### src/hdl/stq_pkg.sv
// shared types and constants of the serial tone queue player
package stq_pkg;

  localparam int unsigned CLK_HZ_W   = 20;
  localparam int unsigned DUR_W      = 16;
  localparam int unsigned FREQ_W     = 16;
  localparam int unsigned DIV_OUT_W  = 8;
  localparam int unsigned DIV_STEPS  = 20;
  localparam int unsigned STEP_CNT_W = $clog2(DIV_STEPS);

  localparam logic [7:0] CHAR_ZERO = 8'h30;
  localparam logic [7:0] CHAR_NINE = 8'h39;
  localparam logic [7:0] CHAR_CR   = 8'h0D;

  localparam logic [CLK_HZ_W-1:0] TONE_CLOCK_RESET = 20'd15625;
  localparam logic [DUR_W-1:0]    DURATION_RESET   = 16'd1953;

  // configuration register indexes
  localparam logic CFG_TONE_CLOCK = 1'b0;
  localparam logic CFG_DURATION   = 1'b1;

  typedef logic [4:0] queued_t;

  typedef enum logic [2:0] {
    ST_IDLE,
    ST_READ,
    ST_LOAD,
    ST_DIV,
    ST_EMIT
  } state_t;

  typedef struct packed {
    logic accept;
    logic rd_en;
    logic pop;
    logic set_div;
    logic emit;
  } cmd_t;

  typedef struct packed {
    logic start_req;
    logic div_done;
    logic out_busy;
  } sts_t;

endpackage

### src/hdl/serial_tone_queue_player_top.sv
// serial tone queue player: top level
//
// channel  | handshake            | payload
// ---------+----------------------+-----------------------------------------------
// input    | in_valid / in_stall  | mode, rx_byte
// output   | out_valid / out_stall| playing, tone_divider, tone_frequency,
//          |                      | tone_started, entry_dropped, queued
// config   | cfg_valid / cfg_ready| cfg_index, cfg_data
//
// an item that starts no tone goes from acceptance straight to ST_EMIT, where its result is loaded
// an item that starts a tone passes ST_READ and ST_LOAD to read and pop the queue, ST_DIV for
// the 20 divide steps and to take the quotient, and ST_EMIT to load the result
// one item is in flight at a time; in_stall is high from acceptance until the result is
// loaded into the output register, which waits while out_stall holds an older result
// reset is synchronous; the tone queue needs no clearing pass
module serial_tone_queue_player_top #(
  parameter int unsigned QUEUE_DEPTH = 16
) (
  input  logic                          clk,
  input  logic                          rst,
  input  logic                          in_valid,
  output logic                          in_stall,
  input  logic                          mode,
  input  logic [7:0]                    rx_byte,
  output logic                          out_valid,
  input  logic                          out_stall,
  output logic                          playing,
  output logic [stq_pkg::DIV_OUT_W-1:0] tone_divider,
  output logic [stq_pkg::FREQ_W-1:0]    tone_frequency,
  output logic                          tone_started,
  output logic                          entry_dropped,
  output stq_pkg::queued_t              queued,
  input  logic                          cfg_valid,
  output logic                          cfg_ready,
  input  logic                          cfg_index,
  input  logic [stq_pkg::CLK_HZ_W-1:0]  cfg_data
);

  stq_pkg::cmd_t cmd;
  stq_pkg::sts_t sts;

  assign cfg_ready = 1'b1;

  stq_ctrl u_ctrl (
    .clk     (clk),
    .rst     (rst),
    .in_valid(in_valid),
    .in_stall(in_stall),
    .sts     (sts),
    .cmd     (cmd)
  );

  stq_datapath #(
    .QUEUE_DEPTH(QUEUE_DEPTH)
  ) u_dp (
    .clk           (clk),
    .rst           (rst),
    .cmd           (cmd),
    .sts           (sts),
    .mode          (mode),
    .rx_byte       (rx_byte),
    .cfg_valid     (cfg_valid && cfg_ready),
    .cfg_index     (cfg_index),
    .cfg_data      (cfg_data),
    .out_valid     (out_valid),
    .out_stall     (out_stall),
    .playing       (playing),
    .tone_divider  (tone_divider),
    .tone_frequency(tone_frequency),
    .tone_started  (tone_started),
    .entry_dropped (entry_dropped),
    .queued        (queued)
  );

endmodule

### src/hdl/stq_ram.sv
// generic single write port ram with registered read
module stq_ram #(
  parameter int unsigned WIDTH = 16,
  parameter int unsigned DEPTH = 16
) (
  input  logic                                 clk,
  input  logic                                 we,
  input  logic [(DEPTH > 1 ? $clog2(DEPTH) : 1)-1:0] waddr,
  input  logic [WIDTH-1:0]                     wdata,
  input  logic                                 re,
  input  logic [(DEPTH > 1 ? $clog2(DEPTH) : 1)-1:0] raddr,
  output logic [WIDTH-1:0]                     rdata
);

  logic [WIDTH-1:0] mem [DEPTH];

  always_ff @(posedge clk) begin
    if (we) begin
      mem[waddr] <= wdata;
    end
    if (re) begin
      rdata <= mem[raddr];
    end
  end

endmodule

### src/hdl/stq_div.sv
// iterative restoring divider, one quotient bit per cycle
module stq_div (
  input  logic                          clk,
  input  logic                          rst,
  input  logic                          start,
  input  logic [stq_pkg::CLK_HZ_W-1:0]  num,
  input  logic [stq_pkg::FREQ_W-1:0]    den,
  output logic                          done,
  output logic [stq_pkg::CLK_HZ_W-1:0]  quot
);

  logic                            busy;
  logic [stq_pkg::STEP_CNT_W-1:0]  cnt;
  logic [stq_pkg::FREQ_W-1:0]      rem;
  logic [stq_pkg::FREQ_W:0]        trial;
  logic [stq_pkg::FREQ_W+1:0]      diff;

  assign trial = {rem, quot[stq_pkg::CLK_HZ_W-1]};
  assign diff  = {1'b0, trial} - {2'b00, den};

  always_ff @(posedge clk) begin
    if (rst) begin
      busy <= 1'b0;
      done <= 1'b0;
      cnt  <= '0;
    end else begin
      done <= 1'b0;
      if (start) begin
        busy <= 1'b1;
        cnt  <= '0;
      end else if (busy) begin
        cnt <= cnt + 1'b1;
        if (cnt == stq_pkg::STEP_CNT_W'(stq_pkg::DIV_STEPS - 1)) begin
          busy <= 1'b0;
          done <= 1'b1;
        end
      end
    end
  end

  // for a nonzero den the remainder stays below den, so it fits the denominator width
  always_ff @(posedge clk) begin
    if (start) begin
      rem  <= '0;
      quot <= num;
    end else if (busy) begin
      if (diff[stq_pkg::FREQ_W+1]) begin
        rem <= trial[stq_pkg::FREQ_W-1:0];
      end else begin
        rem <= diff[stq_pkg::FREQ_W-1:0];
      end
      quot <= {quot[stq_pkg::CLK_HZ_W-2:0], ~diff[stq_pkg::FREQ_W+1]};
    end
  end

endmodule

### src/hdl/stq_ctrl.sv
// sequencer for item acceptance, queue pop, divide and result hand-off
module stq_ctrl (
  input  logic           clk,
  input  logic           rst,
  input  logic           in_valid,
  output logic           in_stall,
  input  stq_pkg::sts_t  sts,
  output stq_pkg::cmd_t  cmd
);

  stq_pkg::state_t state, state_next;

  always_ff @(posedge clk) begin
    if (rst) begin
      state <= stq_pkg::ST_IDLE;
    end else begin
      state <= state_next;
    end
  end

  always_comb begin
    state_next = state;
    cmd        = '0;
    in_stall   = 1'b1;
    unique case (state)
      stq_pkg::ST_IDLE: begin
        in_stall = 1'b0;
        if (in_valid) begin
          cmd.accept = 1'b1;
          state_next = sts.start_req ? stq_pkg::ST_READ : stq_pkg::ST_EMIT;
        end
      end
      stq_pkg::ST_READ: begin
        cmd.rd_en  = 1'b1;
        state_next = stq_pkg::ST_LOAD;
      end
      stq_pkg::ST_LOAD: begin
        cmd.pop    = 1'b1;
        state_next = stq_pkg::ST_DIV;
      end
      stq_pkg::ST_DIV: begin
        if (sts.div_done) begin
          cmd.set_div = 1'b1;
          state_next  = stq_pkg::ST_EMIT;
        end
      end
      stq_pkg::ST_EMIT: begin
        if (!sts.out_busy) begin
          cmd.emit   = 1'b1;
          state_next = stq_pkg::ST_IDLE;
        end
      end
      default: begin
        state_next = stq_pkg::ST_IDLE;
      end
    endcase
  end

endmodule

### src/hdl/stq_datapath.sv
// digit parsing, tone queue, tick timing, divider and result register
module stq_datapath #(
  parameter int unsigned QUEUE_DEPTH = 16
) (
  input  logic                          clk,
  input  logic                          rst,
  input  stq_pkg::cmd_t                 cmd,
  output stq_pkg::sts_t                 sts,
  input  logic                          mode,
  input  logic [7:0]                    rx_byte,
  input  logic                          cfg_valid,
  input  logic                          cfg_index,
  input  logic [stq_pkg::CLK_HZ_W-1:0]  cfg_data,
  output logic                          out_valid,
  input  logic                          out_stall,
  output logic                          playing,
  output logic [stq_pkg::DIV_OUT_W-1:0] tone_divider,
  output logic [stq_pkg::FREQ_W-1:0]    tone_frequency,
  output logic                          tone_started,
  output logic                          entry_dropped,
  output stq_pkg::queued_t              queued
);

  localparam int unsigned PTR_W = (QUEUE_DEPTH > 1) ? $clog2(QUEUE_DEPTH) : 1;
  localparam int unsigned CNT_W = $clog2(QUEUE_DEPTH + 1);
  localparam logic [PTR_W-1:0] PTR_LAST = PTR_W'(QUEUE_DEPTH - 1);
  localparam logic [CNT_W-1:0] CNT_FULL = CNT_W'(QUEUE_DEPTH);

  logic [stq_pkg::CLK_HZ_W-1:0]  tone_clock_hz;
  logic [stq_pkg::DUR_W-1:0]     duration_ticks;
  logic [stq_pkg::FREQ_W-1:0]    acc;
  logic [PTR_W-1:0]              rd_ptr;
  logic [PTR_W-1:0]              wr_ptr;
  logic [CNT_W-1:0]              count;
  logic                          sounding;
  logic [stq_pkg::DUR_W-1:0]     elapsed;
  logic [stq_pkg::DIV_OUT_W-1:0] cur_div;
  logic [stq_pkg::FREQ_W-1:0]    cur_freq;
  logic                          started;
  logic                          dropped;

  logic                          is_digit;
  logic                          is_cr;
  logic                          is_tick;
  logic                          full;
  logic                          push;
  logic [stq_pkg::DUR_W-1:0]     elapsed_inc;
  logic                          tone_end;
  logic [stq_pkg::FREQ_W-1:0]    acc_digit;
  logic [stq_pkg::FREQ_W-1:0]    ram_rdata;
  logic                          div_done;
  logic [stq_pkg::CLK_HZ_W-1:0]  div_quot;
  logic [stq_pkg::CLK_HZ_W-2:0]  half_quot;
  logic [stq_pkg::DIV_OUT_W-1:0] div_sat;

  assign is_tick  = mode;
  assign is_digit = !mode && (rx_byte >= stq_pkg::CHAR_ZERO) && (rx_byte <= stq_pkg::CHAR_NINE);
  assign is_cr    = !mode && (rx_byte == stq_pkg::CHAR_CR);
  assign full     = (count == CNT_FULL);
  assign push     = is_cr && !full;

  // acc * 10 + digit, wrapping at the accumulator width
  assign acc_digit = (acc << 3) + (acc << 1)
                   + stq_pkg::FREQ_W'(rx_byte[3:0]);

  assign elapsed_inc = (elapsed != '1) ? elapsed + 1'b1 : elapsed;
  assign tone_end    = is_tick && sounding && (elapsed_inc >= duration_ticks);

  assign sts.start_req = (is_cr && !sounding && (push || (count != '0)))
                       || (tone_end && (count != '0));
  assign sts.div_done  = div_done;
  assign sts.out_busy  = out_valid && out_stall;

  // divider value is half the quotient, saturated to 8 bits
  assign half_quot = div_quot[stq_pkg::CLK_HZ_W-1:1];
  assign div_sat   = (|half_quot[stq_pkg::CLK_HZ_W-2:stq_pkg::DIV_OUT_W])
                   ? '1 : half_quot[stq_pkg::DIV_OUT_W-1:0];

  stq_ram #(
    .WIDTH(stq_pkg::FREQ_W),
    .DEPTH(QUEUE_DEPTH)
  ) u_queue (
    .clk  (clk),
    .we   (cmd.accept && push),
    .waddr(wr_ptr),
    .wdata(acc),
    .re   (cmd.rd_en),
    .raddr(rd_ptr),
    .rdata(ram_rdata)
  );

  // a zero frequency divides to all ones, which saturates as required
  stq_div u_div (
    .clk  (clk),
    .rst  (rst),
    .start(cmd.pop),
    .num  (tone_clock_hz),
    .den  (ram_rdata),
    .done (div_done),
    .quot (div_quot)
  );

  always_ff @(posedge clk) begin
    if (rst) begin
      tone_clock_hz  <= stq_pkg::TONE_CLOCK_RESET;
      duration_ticks <= stq_pkg::DURATION_RESET;
    end else if (cfg_valid) begin
      unique case (cfg_index)
        stq_pkg::CFG_TONE_CLOCK: tone_clock_hz  <= cfg_data;
        stq_pkg::CFG_DURATION:   duration_ticks <= cfg_data[stq_pkg::DUR_W-1:0];
        default: ;
      endcase
    end
  end

  always_ff @(posedge clk) begin
    if (rst) begin
      acc      <= '0;
      rd_ptr   <= '0;
      wr_ptr   <= '0;
      count    <= '0;
      sounding <= 1'b0;
      elapsed  <= '0;
      cur_div  <= '0;
      cur_freq <= '0;
    end else begin
      if (cmd.accept) begin
        if (is_digit) begin
          acc <= acc_digit;
        end else if (!is_tick) begin
          acc <= '0;
        end
        if (push) begin
          wr_ptr <= (wr_ptr == PTR_LAST) ? '0 : wr_ptr + 1'b1;
          count  <= count + 1'b1;
        end
        if (is_tick && sounding) begin
          elapsed <= elapsed_inc;
        end
        if (tone_end) begin
          sounding <= 1'b0;
          cur_freq <= '0;
          cur_div  <= '0;
          elapsed  <= '0;
        end
      end
      if (cmd.pop) begin
        rd_ptr   <= (rd_ptr == PTR_LAST) ? '0 : rd_ptr + 1'b1;
        count    <= count - 1'b1;
        cur_freq <= ram_rdata;
        elapsed  <= '0;
        sounding <= 1'b1;
      end
      if (cmd.set_div) begin
        cur_div <= div_sat;
      end
    end
  end

  always_ff @(posedge clk) begin
    if (cmd.accept) begin
      started <= sts.start_req;
      dropped <= is_cr && full;
    end
  end

  // result register
  always_ff @(posedge clk) begin
    if (rst) begin
      out_valid <= 1'b0;
    end else if (cmd.emit) begin
      out_valid <= 1'b1;
    end else if (!out_stall) begin
      out_valid <= 1'b0;
    end
  end

  always_ff @(posedge clk) begin
    if (cmd.emit) begin
      playing        <= sounding;
      tone_divider   <= cur_div;
      tone_frequency <= cur_freq;
      tone_started   <= started;
      entry_dropped  <= dropped;
      queued         <= stq_pkg::queued_t'(count);
    end
  end

endmodule

### config.mk
export PLATFORM = sky130hd
export DESIGN_NAME = serial_tone_queue_player_top
export DESIGN_NICKNAME = d
export VERILOG_FILES = /design/src/hdl/stq_pkg.sv /design/src/hdl/serial_tone_queue_player_top.sv /design/src/hdl/stq_ram.sv /design/src/hdl/stq_div.sv /design/src/hdl/stq_ctrl.sv /design/src/hdl/stq_datapath.sv
export SDC_FILE = /design/constraint.sdc
export NUM_CORES = 1
export LEC_CHECK = 0
export ABC_AREA = 1
export ABC_CLOCK_PERIOD_IN_PS = 4600
export BUFFER_PORTS_ARGS = -buffer_cell sky130_fd_sc_hd__buf_2
export CAP_MARGIN = 0
export CORE_MARGIN = 3
export CORE_UTILIZATION = 62
export DETAILED_ROUTE_END_ITERATION = 16
export PLACE_DENSITY = 0.9
export REMOVE_ABC_BUFFERS = 1
export SYNTH_ARGS = -nofsm -noshare
export SYNTH_HDL_FRONTEND = slang
export SYNTH_SLANG_ARGS = --single-unit
### constraint.sdc
create_clock -name clk -period 4.6 [get_ports clk]
set_input_delay 1.15 -clock clk [delete_from_list [all_inputs] [get_ports clk]]
set_output_delay 1.15 -clock clk [all_outputs]
set_load 0.005 [all_outputs]
---- After elaboration in Yosys (flattened, before gate mapping) ----
Memory sizes are Yosys's and may differ from the RTL's. A register that Yosys moved wholly into a read port is not among the register bits.
Index checks and enable logic that the tools add are counted.
storage, ports and cells
  register bits after elaboration ......... 187
  bits in writable memories ............... 256
  input port bits ......................... 35
  memories kept ........................... 1
operators by class
  add/sub/neg operators ................... 9
  $lt $le $gt $ge ......................... 3
  equal/unequal tests ..................... 15
  mux-type cells .......................... 45
  bitwise logic cells ..................... 3
  reduce and logical (&&, ||, !) cells .... 38
memories
  memory            depth  bits a word  rd ports  clocked after memory_dff  wr ports  line           source
  u_dp.u_queue.mem  16     16           1         1                         1         stq_ram.sv:15  logic [WIDTH-1:0] mem [DEPTH];
operators with widths
  kind                   count
  $mux 16                9
  $mux 20                2
  $mux 8                 4
  $mux 1                 20
  $sub 17x16->18         1
  $add 16x1->16 const B  1
  $add 16x16->16         1
  $add 16x4->16          1
  $ge 16x16->1           1
  $ne 16x16->1 const B   1
  $reduce_and 2->1       8
  $mux 5                 3
  $pmux 3 s5             1
  $reduce_bool 2->1      7
  $logic_and 1x1->1      12
  $mux 3                 4
  $reduce_or 11->1       1
  $add 5x1->5 const B    2
  $eq 5x5->1 const B     2
  $add 4x1->4 const B    2
  $eq 4x4->1 const B     2
  $eq 8x4->1 const B     1
  $ge 8x6->1 const B     1
  $le 8x6->1 const B     1
  15 further kinds       25

---- Depth between registers and ports, before layout ----
  word-level depth ........................ 9
  gate-level depth with buffers ........... 23
  gate-level depth less buffers ........... 23

---- Modules after synthesis ----
A second synthesis with hierarchy kept.
second synthesis, totals
  cells, all modules ...................... 2403
  area, all modules ....................... 21754.6 um2
modules (own cells, without submodules)
  module                        instances  cells each  area an instance (um2)  seq. area each (um2)
  stq_ram                       1          1074        11541.1                 8167.8
  stq_datapath                  1          852         6930.4                  3163.0
  stq_div                       1          439         3042.9                  1061.0
  stq_ctrl                      1          36          229.0                   60.1
  serial_tone_queue_player_top  1          2           11.3                    0.0

---- Worst setup path before layout ----
No wires, ideal clock.
  kind .................................... input port to flip-flop
  start ................................... in rx_byte[7]
  end ..................................... mem u_dp.u_queue.mem[7][0], enable pin
  setup time .............................. 0.409 ns
  arrival ................................. 3.199 ns
  data required time ...................... 4.191 ns
  setup slack ............................. 0.992 ns
  stages on the path ...................... 6
  path through ............................ or2_1 -> nor3_1 -> nand3_1 -> nor3_4 -> nand2_2 -> nor3_1
between the ends
  cells in the longest elaborated chain, start to end .. 6
ends and longest elaborated chain
  what                          line                                source
  start, declared               serial_tone_queue_player_top.sv:24  input logic [7:0] rx_byte,
  $eq 8x4->1                    stq_datapath.sv:58                  assign is_cr = !mode && (rx_byte == stq_pkg::CHAR_CR);
  $logic_and 1x1->1             stq_datapath.sv:58
  $logic_and 1x1->1             stq_datapath.sv:60                  assign push = is_cr && !full;
  $logic_and 1x1->1             stq_datapath.sv:84                  .we (cmd.accept && push),
  $mux 1                        stq_ram.sv:18                       if (we) begin
  $mux 1 (not written as such)  stq_ram.sv:19                       mem[waddr] <= wdata;
  end, declared                 stq_ram.sv:15
Every way passes these cells.

---- Final worst setup path ----
  start ................................... reg u_dp.elapsed[0] in the netlist's numbering
  end ..................................... reg u_dp.elapsed[3] in the netlist's numbering
between the ends
  cells in the longest elaborated chain, start to end .. 6
ends and longest elaborated chain
  what                                           line                 source
  start, declared                                stq_datapath.sv:36   logic [stq_pkg::DUR_W-1:0] elapsed;
  start signal, assigned                         stq_datapath.sv:138  elapsed <= elapsed_inc;
  $add 16x1->16 or $ne 16x16->1 (tied branches)  stq_datapath.sv:66   assign elapsed_inc = (elapsed != '1) ? elapsed + 1'b1 : elapsed;
  $mux 16 *                                      stq_datapath.sv:66
  $ge 16x16->1                                   stq_datapath.sv:67   assign tone_end = is_tick && sounding && (elapsed_inc >= duration_ticks);
  $logic_and 1x1->1                              stq_datapath.sv:67
  $reduce_bool 2->1 (no line)                    -
  $reduce_and 2->1 (no line)                     -
Mark *: on every way between the ends. The rest lies on a longest branch, timed or not. The select of a mux whose other input is x is not followed.
A chain may end at the register's enable or synchronous reset.

==> run_results.csv <==
group,metric,value,unit
yosys,synth-seq-cells,459,
cts,clk_latency,550,ps
timing,rsz0062_at_grt,"no",
placement,dp_cells,2351,
finish,final_core_util,70.1,%
global_route,grt_pass1_wl,74600,µm
placement,pre_cts_ws,1040,ps
cts,cts_sinks,459,
timing,tns,0,ps
timing,worstMarginPinSlew,1100,ps
power,ir_drop,0.281,mV
yosys,yosysWarnings,0,
setup_path,setup.worst_path.start_class,"register",
floorplanning,pin_count,70,
cts,cts_max_level,2,
cts,hold_buffers,0,
drt,drtIter0Drc,1731,
yosys,synth_top_area_share,48.8,%
timing,finalCritPeriodShare,75.4,%
floorplanning,die_w,186,µm
setup_path,crit_type,"register to register",
global_route,grt_pass1_vias,14600,
timing,finalSetupViolCount,0,
floorplanning,die_area,34600,µm²
floorplanning,die_h,186,µm
global_route,antenna_found_initial,0,
finish,layout_commonest_cell,"nand2_1",
yosys,synth_area_leaders,"edfxtp_1 49%, dfxtp_1 13%, nand2_1 7.5%",
cts,cts_setup_buffers,0,
yosys,synth_cell_types,49,
timing,layout_setup_ws,1130,ps
global_route,grt_max_degree,83,
min_path,hold_depth,0,
timing,fmax,288,MHz
yosys,synth_edf_count,326,
drt,post-route-drc-count,0,
finish,syn2layout_area_growth,10.7,%
yosys,synthCells,1936,
cts,cts_tree,"built",
floorplanning,core,31700,µm²
setup_path,crit_required,5050,ps
yosys,synth_area,20100,µm²
power,powerDensity,395,nW/µm²
finish,final_area,22200,µm²
setup_path,cp_max_fo,16,
timing,finalHoldViolCount,0,
placement,dpl_cell_area,20800,µm²
drt,drtPass1Iterations,6,
setup_path,r2r.worst_path.cells,19,
yosys,synthFlopType,"edfxtp_1",
drt,via_per_inst,6.13,
yosys,synth_largest_area_cell,"edfxtp_1",
finish,stdcell_count,2428,
setup_path,worstPathArrival,3920,ps
placement,hpwl,30000,µm
drt,vias,14900,
yosys,syn_area_per_cell,10.4,µm²
cts,numCtsBuffers,44,
cts,cts_resized,0,
cts,cts_buffer_depth,3,
setup_path,worst_setup_path_end_kind,"register",
timing,fin_crit,3470,ps
timing,whs,425,ps
min_path,hold_path_class,"register to register",
drt,wl,46900,µm
power,p_leak,8.85,nW
outcome,outcome,"completed",
finish,mostFrequentLayoutCells,"401 x nand2_1, 326 x edfxtp_1, 247 x nor2_1",
drt,routedWlPerCell,19.3,µm
floorplanning,initial_core_util,63.3,%
floorplanning,num_rows,65,
timing,maxSlewViolCount,0,
placement,gp_congestion,0.893,
power,power,8.78,mW
yosys,synthArstFlopShare,0,%
drt,postRouteAntennaNets,0,
cts,path_clk_slew,70,ps
cts,cts_root_buf,"clkbuf_16",
placement,portBuffers,68,
timing,slew_headroom,26.2,%
yosys,yosysSeqAreaShare,62.0,%
global_route,grt-ovfl-total,0,
finish,nets,2102,
timing,fin_skew,17.7,ps
job,cap_violations,0,
finish,drive_above_1_share,9.48,%
global_route,grt_usage,27.2,%
finish,diodes,0,
-- cell families after synthesis --
family	synth area share [%]
XOR/XNOR	1.18
flip-flops	62.0
AND/OR/NAND/NOR	16.4
buffers and inverters	4.05
AO/OA/AOI/OAI	10.2
other	0.0187
multiplexers	1.45
adder cells (fa/ha/maj)	4.64
-- critical path, stage by stage (launching register included) --
cell     delay [ps]
dfxtp_1         390
ha_1            300
nand2_1         120
nor2_1          170
nand2_1         120
nor2_1          290
inv_2           160
o21ai_0         220
ha_1            360
nand2_1         100
inv_1            40
nand2_1          60
nand2_1          60
nand2_1          60
nand2_1          50
nand2_1          80
nand2_1         160
nor2_4          350
nand2_1         130
a21oi_1         150
-- area by class of cell --
type,instances,area [µm²]
sequential,459,12500
inverter,128,483
multi-input combinational,1268,6830
clock inverter,17,171
clock buffer,60,1240
fill,2092,9490
tap,402,503
timing repair buffer,94,536
-- synth_stat cells (all sizes together) (5+ instances only) --
cell	instances
a21oi	120
buf	22
clkbuf	59
dfxtp	133
edfxtp	326
ha	68
inv	127
mux2i	29
nand2	406
nand3	86
nand4	10
nor2	252
nor3	19
nor4	5
o211ai	21
o21ai	129
o221ai	29
o32ai	35
or2	8
xnor2	12
xor2	15
-- metal layers --
metal	vias up	wire, µm	global-route usage [%]
li1	6865	-	-
met1	7002	17700	34.6
met2	832	23200	46.9
met3	187	4000	4.03
met4	0	1990	11.2
met5	-	0	0
-- worst paths after layout --
kind / from / endpoint / slack, ps
worst max-delay path: u_dp.elapsed[0] / u_dp.elapsed[3] / 1130
worst max register to register: u_dp.elapsed[0] / u_dp.elapsed[3] / 1130
worst min register to register: u_dp.started / u_dp.tone_started / 420
worst min-delay path: u_dp.started / u_dp.tone_started / 420
-- state kept, by name, indices dropped and copies added, names as in the netlist, 5 cells and up --
register / cells
u_dp.tone_divider: 8
u_dp.u_queue.mem: 256
u_dp.cur_div: 8
u_dp.u_div.quot: 20
u_dp.cur_freq: 16
u_dp.u_div.rem: 16
u_dp.queued: 5
u_dp.elapsed: 16
u_dp.u_div.cnt: 5
u_dp.count: 5
u_dp.duration_ticks: 16
u_dp.tone_clock_hz: 20
u_dp.acc: 16
u_dp.tone_frequency: 16
u_dp.u_queue.rdata: 16
-- power breakdown --
part | internal [mW] | total, mW | switching [mW]
logic | 0.247 | 0.699 | 0.452
clock network | 2.06 | 3.54 | 1.48
registers | 4.48 | 4.55 | 0.0637
Power figures use the tool's default switching activity.
